## config.mk

```make
export PLATFORM = sky130hd
export DESIGN_NAME = number_to_spoken_digit_tokens
export DESIGN_NICKNAME = d
export VERILOG_FILES = /design/src/rtl/ntsdt_pkg.sv /design/src/rtl/ntsdt_datapath.sv /design/src/rtl/ntsdt_ctrl.sv /design/src/rtl/number_to_spoken_digit_tokens.sv
export SDC_FILE = /design/constraint.sdc
export NUM_CORES = 1
export LEC_CHECK = 0
export BUFFER_PORTS_ARGS = -buffer_cell sky130_fd_sc_hd__buf_4
export CAP_MARGIN = 20
export CORE_UTILIZATION = 25
export DETAILED_ROUTE_END_ITERATION = 10
export MAX_ROUTING_LAYER = met4
export SYNTH_ARGS = -nofsm -noshare
export SYNTH_HDL_FRONTEND = slang
export SYNTH_SLANG_ARGS = --single-unit
```

## constraint.sdc

```tcl
create_clock -name clk -period 7.3 [get_ports clk]
set_input_delay 1.46 -clock clk [delete_from_list [all_inputs] [get_ports clk]]
set_output_delay 1.46 -clock clk [all_outputs]
set_load 0.01 [all_outputs]
```

## src/rtl/ntsdt_pkg.sv

```systemverilog
package ntsdt_pkg;

  // Field and port widths.
  localparam int VALUE_W     = 17;
  localparam int IN_TDATA_W  = 24;
  localparam int BYTE_W      = 8;

  // Default number of decimal places.
  localparam int MAX_DIGITS_DEF = 5;

  // Bytes per run are capped; the counter holds 0 to MAX_RESULTS.
  localparam int MAX_RESULTS = 13;
  localparam int CNT_W       = $clog2(MAX_RESULTS + 1);

  // Places (counted from one at the ones digit) that carry a unit word.
  localparam int UNIT_FIRST_PLACE = 2;
  localparam int UNIT_LAST_PLACE  = 5;

  localparam logic [BYTE_W-1:0] ASCII_ZERO = 8'h30;

  // Division by ten: floor(v * 52429 / 2^19) is exact for every 17-bit v.
  localparam logic [15:0] DIV10_MUL   = 16'd52429;
  localparam int          DIV10_SHIFT = 19;

  // Unit words, indexed by place minus two: tens, hundreds, thousands,
  // ten-thousands.
  localparam logic [15:0] UNIT_WORD [4] = '{16'hAECA, 16'hD9B0, 16'hA7C7, 16'hF2CD};

  // Which byte of a place the datapath puts out.
  typedef enum logic [1:0] {
    SEL_DIGIT   = 2'd0,
    SEL_UNIT_LO = 2'd1,
    SEL_UNIT_HI = 2'd2
  } byte_sel_t;

  // Commands from the controller to the datapath.
  typedef struct packed {
    logic      load;
    logic      split;
    logic      emit;
    byte_sel_t sel;
    logic      next_pos;
  } cmd_t;

  // Status from the datapath to the controller.
  typedef struct packed {
    logic val_zero;
    logic k_zero;
    logic k_full;
    logic stop_run;
    logic has_unit;
    logic out_free;
    logic dig_last;
    logic lo_last;
    logic hi_last;
  } stat_t;

  // Largest value that fits in n decimal places, worked out at elaboration.
  function automatic logic [63:0] digit_cap(input int n);
    logic [63:0] p;
    int          i;
    p = 64'd1;
    for (i = 0; i < n; i++) begin
      p = p * 64'd10;
    end
    return p - 64'd1;
  endfunction

endpackage

```

## src/rtl/ntsdt_datapath.sv

```systemverilog
module ntsdt_datapath #(
  parameter int MAX_DIGITS = ntsdt_pkg::MAX_DIGITS_DEF
) (
  input  logic                             clk,
  input  logic                             rst_n,
  input  logic [ntsdt_pkg::VALUE_W-1:0]    in_value,
  input  ntsdt_pkg::cmd_t                  cmd,
  output ntsdt_pkg::stat_t                 stat,
  input  logic                             out_tready,
  output logic                             out_tvalid,
  output logic [ntsdt_pkg::BYTE_W-1:0]     out_byte,
  output logic                             out_last
);

  localparam int KW    = $clog2(MAX_DIGITS + 1);
  localparam int IDX_W = (MAX_DIGITS > 1) ? $clog2(MAX_DIGITS) : 1;
  localparam logic [63:0] CAP = ntsdt_pkg::digit_cap(MAX_DIGITS);
  localparam int VW = ntsdt_pkg::VALUE_W;
  localparam int PW = VW + 16;
  localparam int DIV_SH_LO = ntsdt_pkg::DIV10_SHIFT - 16;

  logic [VW-1:0]                 value_r, value_nxt;
  logic [KW-1:0]                 k_r, k_nxt;
  logic [ntsdt_pkg::CNT_W-1:0]   cnt_r, cnt_nxt;
  logic [3:0]                    store_r [MAX_DIGITS];
  logic                          ovalid_r, ovalid_nxt;
  logic [ntsdt_pkg::BYTE_W-1:0]  obyte_r, obyte_nxt;
  logic                          olast_r, olast_nxt;

  logic [VW-1:0]                 sat_value;
  logic [PW-1:0]                 prod;
  logic [VW-DIV_SH_LO-1:0]       quot;
  logic [VW-1:0]                 rem;
  logic [KW-1:0]                 kdec;
  logic [3:0]                    cur_d;
  logic [1:0]                    uidx;
  logic [15:0]                   uword;
  logic                          rest_empty;
  logic                          cap_hit;
  int                            k_int;

  // Saturate the incoming number to the largest value that fits.
  assign sat_value = ({{(64-VW){1'b0}}, in_value} > CAP) ? CAP[VW-1:0] : in_value;

  // Divide by ten through a reciprocal multiply; the remainder is the digit.
  assign prod = {16'd0, value_r} * {{VW{1'b0}}, ntsdt_pkg::DIV10_MUL};
  assign quot = prod[PW-1:ntsdt_pkg::DIV10_SHIFT];
  assign rem  = value_r - {quot, 3'b000} - {2'b00, quot, 1'b0};

  // Current place and its digit.
  assign k_int = int'(k_r);
  assign kdec  = k_r - 1'b1;
  assign cur_d = store_r[kdec[IDX_W-1:0]];
  assign uidx  = 2'(k_int - ntsdt_pkg::UNIT_FIRST_PLACE);
  assign uword = ntsdt_pkg::UNIT_WORD[uidx];

  // Nothing is spoken after this place when it is the ones place, or the
  // tens place followed by a zero ones digit.
  assign rest_empty = (k_int == 1) || ((k_int == 2) && (store_r[0] == 4'd0));
  assign cap_hit    = (int'(cnt_r) == ntsdt_pkg::MAX_RESULTS - 1);

  always_comb begin
    stat.val_zero = (value_r == '0);
    stat.k_zero   = (k_r == '0);
    stat.k_full   = (k_int == MAX_DIGITS);
    stat.stop_run = (k_int == 1) && (cur_d == 4'd0);
    stat.has_unit = (cur_d != 4'd0) && (k_int >= ntsdt_pkg::UNIT_FIRST_PLACE) &&
                    (k_int <= ntsdt_pkg::UNIT_LAST_PLACE);
    stat.out_free = !ovalid_r || out_tready;
    stat.dig_last = cap_hit || (!stat.has_unit && rest_empty);
    stat.lo_last  = cap_hit;
    stat.hi_last  = cap_hit || rest_empty;
  end

  // Working registers: number, place counter and byte counter.
  always_comb begin
    value_nxt = value_r;
    k_nxt     = k_r;
    cnt_nxt   = cnt_r;
    if (cmd.load) begin
      value_nxt = sat_value;
      k_nxt     = '0;
      cnt_nxt   = '0;
    end else if (cmd.split) begin
      value_nxt = {{(VW - $bits(quot)){1'b0}}, quot};
      k_nxt     = k_r + 1'b1;
    end else begin
      if (cmd.emit) begin
        cnt_nxt = cnt_r + 1'b1;
      end
      if (cmd.next_pos) begin
        k_nxt = kdec;
      end
    end
  end

  // Output register: holds a byte until the sink takes it.
  always_comb begin
    ovalid_nxt = ovalid_r;
    obyte_nxt  = obyte_r;
    olast_nxt  = olast_r;
    if (cmd.emit) begin
      ovalid_nxt = 1'b1;
      case (cmd.sel)
        ntsdt_pkg::SEL_DIGIT: begin
          obyte_nxt = ntsdt_pkg::ASCII_ZERO + {4'h0, cur_d};
          olast_nxt = stat.dig_last;
        end
        ntsdt_pkg::SEL_UNIT_LO: begin
          obyte_nxt = uword[7:0];
          olast_nxt = stat.lo_last;
        end
        ntsdt_pkg::SEL_UNIT_HI: begin
          obyte_nxt = uword[15:8];
          olast_nxt = stat.hi_last;
        end
        default: begin
          obyte_nxt = '0;
          olast_nxt = 1'b0;
        end
      endcase
    end else if (out_tready) begin
      ovalid_nxt = 1'b0;
    end
  end

  always_ff @(posedge clk) begin
    if (!rst_n) begin
      ovalid_r <= 1'b0;
    end else begin
      ovalid_r <= ovalid_nxt;
    end
  end

  always_ff @(posedge clk) begin
    value_r <= value_nxt;
    k_r     <= k_nxt;
    cnt_r   <= cnt_nxt;
    obyte_r <= obyte_nxt;
    olast_r <= olast_nxt;
  end

  // Digit store, ones digit at entry zero.
  always_ff @(posedge clk) begin
    if (cmd.split && !cmd.load) begin
      store_r[k_r[IDX_W-1:0]] <= rem[3:0];
    end
  end

  assign out_tvalid = ovalid_r;
  assign out_byte   = obyte_r;
  assign out_last   = olast_r;

endmodule

```

## src/rtl/ntsdt_ctrl.sv

```systemverilog
module ntsdt_ctrl (
  input  logic              clk,
  input  logic              rst_n,
  input  logic              in_tvalid,
  output logic              in_tready,
  input  ntsdt_pkg::stat_t  stat,
  output ntsdt_pkg::cmd_t   cmd
);

  typedef enum logic [4:0] {
    ST_IDLE    = 5'b00001,
    ST_SPLIT   = 5'b00010,
    ST_DIGIT   = 5'b00100,
    ST_UNIT_LO = 5'b01000,
    ST_UNIT_HI = 5'b10000
  } state_t;

  state_t state_r, state_nxt;

  // Sequencer: split the number into digits, then walk the places downward.
  always_comb begin
    state_nxt    = state_r;
    in_tready    = 1'b0;
    cmd.load     = 1'b0;
    cmd.split    = 1'b0;
    cmd.emit     = 1'b0;
    cmd.sel      = ntsdt_pkg::SEL_DIGIT;
    cmd.next_pos = 1'b0;
    unique case (state_r)
      ST_IDLE: begin
        in_tready = 1'b1;
        if (in_tvalid) begin
          cmd.load  = 1'b1;
          state_nxt = ST_SPLIT;
        end
      end
      ST_SPLIT: begin
        if (stat.val_zero || stat.k_full) begin
          state_nxt = stat.k_zero ? ST_IDLE : ST_DIGIT;
        end else begin
          cmd.split = 1'b1;
        end
      end
      ST_DIGIT: begin
        cmd.sel = ntsdt_pkg::SEL_DIGIT;
        if (stat.stop_run) begin
          state_nxt = ST_IDLE;
        end else if (stat.out_free) begin
          cmd.emit = 1'b1;
          if (stat.dig_last) begin
            state_nxt = ST_IDLE;
          end else if (stat.has_unit) begin
            state_nxt = ST_UNIT_LO;
          end else begin
            cmd.next_pos = 1'b1;
          end
        end
      end
      ST_UNIT_LO: begin
        cmd.sel = ntsdt_pkg::SEL_UNIT_LO;
        if (stat.out_free) begin
          cmd.emit  = 1'b1;
          state_nxt = stat.lo_last ? ST_IDLE : ST_UNIT_HI;
        end
      end
      ST_UNIT_HI: begin
        cmd.sel = ntsdt_pkg::SEL_UNIT_HI;
        if (stat.out_free) begin
          cmd.emit = 1'b1;
          if (stat.hi_last) begin
            state_nxt = ST_IDLE;
          end else begin
            cmd.next_pos = 1'b1;
            state_nxt    = ST_DIGIT;
          end
        end
      end
      default: begin
        state_nxt = ST_IDLE;
      end
    endcase
  end

  always_ff @(posedge clk) begin
    if (!rst_n) begin
      state_r <= ST_IDLE;
    end else begin
      state_r <= state_nxt;
    end
  end

endmodule

```

## src/rtl/number_to_spoken_digit_tokens.sv

```systemverilog
// Speaks an unsigned number as a byte stream for a speech module. A number
// taken on the input is saturated to 10^MAX_DIGITS - 1 and split into decimal
// digits by one shared divide-by-ten unit, one digit per cycle. The digits are
// then sent most significant first as ASCII '0'..'9'; a nonzero digit in the
// tens to ten-thousands place is followed by its two-byte unit word, low byte
// first. A zero ones digit is not sent, a value of zero sends nothing, at most
// 13 bytes go out per number, and tlast marks the final byte. A number is first
// accepted and then split into its digits; the split is then ended, and the
// bytes go out at one per cycle while the sink is ready. The next number is
// taken once the last byte of the current one is in the output register.
module number_to_spoken_digit_tokens #(
  parameter int MAX_DIGITS = ntsdt_pkg::MAX_DIGITS_DEF
) (
  input  logic                                clk,
  input  logic                                rst_n,
  input  logic                                in_tvalid,
  output logic                                in_tready,
  // [16:0] value, [23:17] zero
  input  logic [ntsdt_pkg::IN_TDATA_W-1:0]    in_tdata,
  output logic                                out_tvalid,
  input  logic                                out_tready,
  // [7:0] token_byte
  output logic [ntsdt_pkg::BYTE_W-1:0]        out_tdata,
  output logic                                out_tlast
);

  ntsdt_pkg::cmd_t  cmd;
  ntsdt_pkg::stat_t stat;

  ntsdt_ctrl u_ctrl (
    .clk       (clk),
    .rst_n     (rst_n),
    .in_tvalid (in_tvalid),
    .in_tready (in_tready),
    .stat      (stat),
    .cmd       (cmd)
  );

  ntsdt_datapath #(
    .MAX_DIGITS (MAX_DIGITS)
  ) u_dp (
    .clk        (clk),
    .rst_n      (rst_n),
    .in_value   (in_tdata[ntsdt_pkg::VALUE_W-1:0]),
    .cmd        (cmd),
    .stat       (stat),
    .out_tready (out_tready),
    .out_tvalid (out_tvalid),
    .out_byte   (out_tdata),
    .out_last   (out_tlast)
  );

endmodule

```

==> results of run 1 <==
==> worst max-delay path, delay by kind of cell (launching register included) <==
family                     cells  cell delay, ns
and+or+nand+nor                1            0.60
DFF                            1            0.55
buffers and inverters          5            0.32
adders and majority gates      7            3.38
AOI/OAI and AO/OA              7            1.47
==> routing by layer <==
| metal | up-vias | track usage, % | part of all wire [%] |
|---|---|---|---|
| met5 | - | - | 0 |
| met4 | 0 | 2.40 | 1.0 |
| met3 | 13 | 1.31 | 2.7 |
| met2 | 99 | 18.9 | 46 |
| met1 | 2591 | 16.4 | 50 |
| li1 | 2638 | - | - |
==> logic make-up (layout without fill, tap and decap cells) <==
| kind of cell | count (synthesis) | count (layout) | synth area share (%) |
|---|---|---|---|
| xor+xnor | 26 | 26 | 2.91 |
| mux | 9 | 9 | 1.85 |
| compound gates | 109 | 109 | 9.18 |
| buf+inv | 203 | 244 | 9.85 |
| simple gates | 126 | 126 | 8.04 |
| flops | 59 | 59 | 21.0 |
| fa+ha+maj | 243 | 243 | 47.2 |
==> cell type report <==
cell class	instances	area [um^2]	share of cell area (%)
Clock inverter	7	100	1.13
Timing Repair Buffer	33	248	2.80
Multi-Input combinational cell	513	5410	61.1
Tap cell	396	495	5.59
Clock buffer	9	225	2.54
Inverter	195	732	8.27
Sequential cell	59	1640	18.5
==> per-stage QoR <==
stage / hold WS, ns / area [um^2] / setup slack (ns)
after CTS: 0.497 / 8860 / 0.784
after floorplan: 0.458 / 7830 / 1.50
after global routing: 0.550 / 8860 / 0.450
final: 0.495 / 8860 / 0.798
after detailed placement: 0.492 / 8530 / 0.818
after global placement: 0.473 / 8530 / 0.808
==> how the worst min path moves through the flow <==
stage / from / slack (ns) / cells after the start / endpoint
after global placement: u_dp.cnt_r[3] / 0.47 / 1 / u_dp.cnt_r[3]
after CTS: u_dp.cnt_r[3] / 0.50 / 1 / u_dp.cnt_r[3]
after detailed placement: u_dp.cnt_r[3] / 0.49 / 1 / u_dp.cnt_r[3]
after floorplan: u_dp.cnt_r[3] / 0.46 / 1 / u_dp.cnt_r[3]
after global routing: u_dp.cnt_r[3] / 0.55 / 1 / u_dp.cnt_r[3]
final: u_dp.cnt_r[3] / 0.50 / 1 / u_dp.cnt_r[3]
==> flip-flops by register name, summed over array words and instances, names as in the netlist <==
name,cells
u_dp.out_byte,8
u_dp.cnt_r,4
u_dp.out_tvalid,1
u_dp.out_last,1
u_dp.k_r,3
u_dp.store_r,20
u_ctrl.state_r,5
u_dp.value_r,17
==> layout by cell type, fill, tap and decap left out, drive strengths merged, types with 7 or more instances in the layout <==
master / Yosys / routed
and3: 9 / 9
nor2: 27 / 27
xnor2: 16 / 16
dfxtp: 13 / 13
nand3: 9 / 9
xor2: 10 / 10
fa: 87 / 87
o21ai: 20 / 20
buf: 2 / 33
nand2: 42 / 42
inv: 195 / 196
a21oi: 37 / 37
ha: 156 / 156
clkbuf: 6 / 9
nor3: 7 / 7
edfxtp: 46 / 46
==> impl_metrics.yaml, run 1 <==
timing:
  setup_viol: 0
  rsz0062_at_grt: "no"
  finalSetupTns_ns: 0
  skew_ns: 0.00683
  tightest_slew_ns: 0.810
  fmax_mhz: 154
  timing.final.crit_share_pct: 89.1
  final_max_slew_viol_count: 0
  hold_viol_final: 0
  finalCriticalPeriod_ns: 6.50
  slew_headroom_pct: 46.0
setup_path:
  cp.arrival_ns: 6.66
  r2r_slack_ns: 0.80
  worstSetupStartpoint: "u_dp.value_r[3]"
  crit_type: "reg2reg"
  end_kind: "flop"
  crit_slowest_cell: "or4b_2"
  slowest_delay_ns: 0.60
  crit_required_ns: 7.46
  regToRegEndpoint: "u_dp.value_r[8]"
  rr_worst_depth: 20
  regToRegStartpoint: "u_dp.value_r[3]"
  crit_path_start_kind: "flop"
  crit_chain: "inv_1, ha_1, inv_1, fa_1, inv_1, fa_1, fa_1, fa_1, inv_1, fa_1, inv_1, ha_1, a21o_1, a21o_1, a21oi_1, a21oi_1, a211o_1, a21oi_1, or4b_2, o211ai_1"
  cp-endpoint: "u_dp.value_r[8]"
  critPathMaxFanout: 7
clocking:
  root_buffer: "clkbuf_16"
  cts_buffers: 9
  cts_tree: "built"
  clock_latency_ns: 0.32
  cts_setup_buffers: 0
  hold_buffers: 0
  htree_levels: 3
  post_cts_resize_count: 0
  cts_buffer_depth: 2
  clkTransAtPathRegs_ns: 0.06
  clock-sinks: 59
run:
  cap_violations: 0
die:
  core_um2: 30700
  io_pins: 39
  start_util_pct: 25.5
  die_h_um: 179
  die_x_um: 179
  die_area_um2: 32000
  core.rowCount: 64
drt:
  remaining_drc_errors: 0
  drt_iter0_drc: 262
  drt-wirelength-per-cell_um: 14.3
  drt-total-wl_um: 17300
  drt-vias-per-instance: 4.41
  antenna_left: 0
  vias: 5341
  first_pass_iters: 6
placement:
  dp.final_hpwl_um: 15000
  placed_cells: 1196
  io_buffers: 31
  gp_congestion: 0.918
layout:
  fin_util_pct: 28.9
  antenna_cells: 0
  fin_cells: 1212
  drive_above_1_share_pct: 7.72
  syn_to_final_growth_pct: 13.2
  nets: 1082
  fillers: 3188
global_route:
  grt_overflow: 0
  grt_pass1_vias: 5475
  track_usage_pct: 11.9
  grt_max_degree: 19
  antenna_found_initial: 0
  grt_pass1_wl_um: 28700
worst_hold_path:
  min_path_type: "reg2reg"
logic_synthesis:
  netlist_instances: 775
  synth_seq_area_share_pct: 21.0
  ys_ff_latch: 59
  synth.most_common_cell: "inv_1"
  syn_area_per_cell_um2: 10.1
  synth_common_cells: "inv_1 (195), ha_1 (156), fa_1 (87), edfxtp_1 (46), nand2_1 (41)"
  syn_area_um2: 7830
  yosysTopAreaCell: "ha_1"
  synth_area_leaders: "ha_1 (25%), fa_1 (22%), edfxtp_1 (18%)"
  syn-num-nets: 1046
  yosysTopAreaCellShare_pct: 24.9
  ys.flop_type: "edfxtp_1"
  synth-edff-count: 46
  ys_warn_count: 0
  ys_types: 60
  async_reset_ff_share_pct: 0
outcome:
  status: "finished clean"
Power of run 1 is not shown: default switching activity piles up to over one toggle a cycle in this logic, so the estimate is an artifact.
==> inputs of run 2 (changes only) <==
clock period = 6.5 ns   (was 7.3 ns; I/O delays follow)
==> impl_metrics.yaml, run 2 (same netlist as run 1, synthesis figures left out) <==
setup_path:
  cp.arrival_ns: 6.43
  regToRegEndpoint: "u_dp.store_r[1][3]"
  critPathMaxFanout: 5
  r2r_slack_ns: 0.16
  crit_path_start_kind: "flop"
  crit_required_ns: 6.59
  crit_type: "reg2reg"
  worstSetupStartpoint: "u_dp.value_r[7]"
  cp-endpoint: "u_dp.store_r[1][3]"
  end_kind: "flop"
  rr_worst_depth: 20
  regToRegStartpoint: "u_dp.value_r[7]"
clocking:
  htree_levels: 3
  cts_tree: "built"
  root_buffer: "clkbuf_16"
  hold_buffers: 0
  clock_latency_ns: 0.34
  clock-sinks: 59
  cts_buffer_depth: 2
  clkTransAtPathRegs_ns: 0.05
  cts_buffers: 9
global_route:
  met2_usage_pct: 19.6
  met3_usage_pct: 1.42
  grt_max_degree: 19
  use_met1_pct: 16.8
  antenna_found_initial: 0
  grt-busiest-layer: "met2"
  grt_pass1_vias: 5809
  track_usage_pct: 12.5
  grt_pass1_wl_um: 30000
  grt_overflow: 0
run:
  cap_violations: 0
die:
  die_area_um2: 32000
  die_h_um: 179
  core_um2: 30700
  die_x_um: 179
  start_util_pct: 25.5
  core.rowCount: 64
  io_pins: 39
drt:
  drt-vias-per-instance: 4.46
  first_pass_iters: 4
  drt-wirelength-per-cell_um: 14.5
  remaining_drc_errors: 0
  vias: 5483
  antenna_left: 0
  drt-total-wl_um: 17900
  drt_iter0_drc: 334
layout:
  final_cell_mix: "inv_1 (195), ha_1 (156), fa_1 (87)"
  nets: 1100
  antenna_cells: 0
  fillers: 3188
  final_common_cell: "inv_1"
  drive_above_1_share_pct: 9.71
  seq_area_um2: 1640
  largest_reg_flops: 20
  syn_to_final_growth_pct: 14.9
  multi_input_area_um2: 5420
outcome:
  status: "finished clean"
placement:
  post-place-ws_ns: 0.0367
  dp.final_hpwl_um: 15500
  gp_congestion: 0.903
  io_buffers: 31
timing:
  fin_ws_ns: 0.160
  tightest_slew_ns: 0.788
  timing.final.crit_share_pct: 97.5
  setup_viol: 0
  finalCriticalPeriod_ns: 6.34
  slew_headroom_pct: 47.3
  hold_viol_final: 0
  final_max_slew_viol_count: 0
  fmax_mhz: 158
  rsz0062_at_grt: "yes"
  skew_ns: 0.00466
worst_hold_path:
  min_path_type: "reg2reg"
## run 2: worst min-delay path by stage
| stage | from | to | slack [ns] | cells past startpoint |
|---|---|---|---|---|
| 6_report | u_dp.cnt_r[3] | u_dp.cnt_r[3] | 0.49 | 1 |
| 5_1_grt | u_dp.cnt_r[3] | u_dp.cnt_r[3] | 0.54 | 1 |
| 4_1_cts | u_dp.cnt_r[3] | u_dp.cnt_r[3] | 0.49 | 1 |
| 3_5_place_dp | u_dp.cnt_r[3] | u_dp.cnt_r[3] | 0.49 | 1 |
| 3_3_place_gp | u_dp.cnt_r[3] | u_dp.cnt_r[3] | 0.47 | 1 |
| 2_1_floorplan | u_dp.cnt_r[3] | u_dp.cnt_r[3] | 0.46 | 1 |
## run 2: worst max-delay path, cell delays in order (launching register included)
cell	delay, ns
edfxtp_1	0.44
inv_1	0.07
ha_1	0.33
inv_1	0.10
fa_1	0.54
inv_1	0.07
fa_1	0.52
fa_1	0.52
fa_1	0.54
inv_1	0.05
fa_1	0.53
inv_1	0.04
ha_1	0.32
and4_1	0.25
nand3_1	0.16
o311ai_1	0.61
a21oi_1	0.18
xnor2_1	0.37
xnor2_1	0.15
xnor2_1	0.14
buf_4	0.15
## run 2: per-layer routing
layer / routed length (um) / share of wire (%)
met5: 0 / 0
met2: 8210 / 46
met4: 334 / 1.9
met3: 522 / 2.9
met1: 8820 / 49
## run 2: per-stage QoR
step	instances	setup TNS [ns]	instance area [um^2]	util (%)	hold slack [ns]
final	1230	0	8990	29.3	0.495
after global routing	1230	-0.462	8990	29.3	0.539
after CTS	1230	0	8980	29.3	0.495
after detailed placement	1214	0	8670	28.3	0.487
after global placement	1214	0	8670	28.3	0.474
after floorplan	775	0	7830	-	0.458
## run 2: layout make-up
| cell class | instances | area share (%) |
|---|---|---|
| Multi-Input combinational cell | 513 | 60.3 |
| Clock buffer | 10 | 2.55 |
| Inverter | 195 | 8.14 |
| Sequential cell | 59 | 18.3 |
| Tap cell | 396 | 5.51 |
| Clock inverter | 6 | 0.988 |
| Timing Repair Buffer | 51 | 4.26 |
## run 2: repair_timing
action	4_1_cts	5_1_grt
gates resized for setup	1	1
setup endpoints to repair	5	8
hold endpoints to repair	0	0
buffers inserted	0	0
Power of run 2 is left out for the same reason.
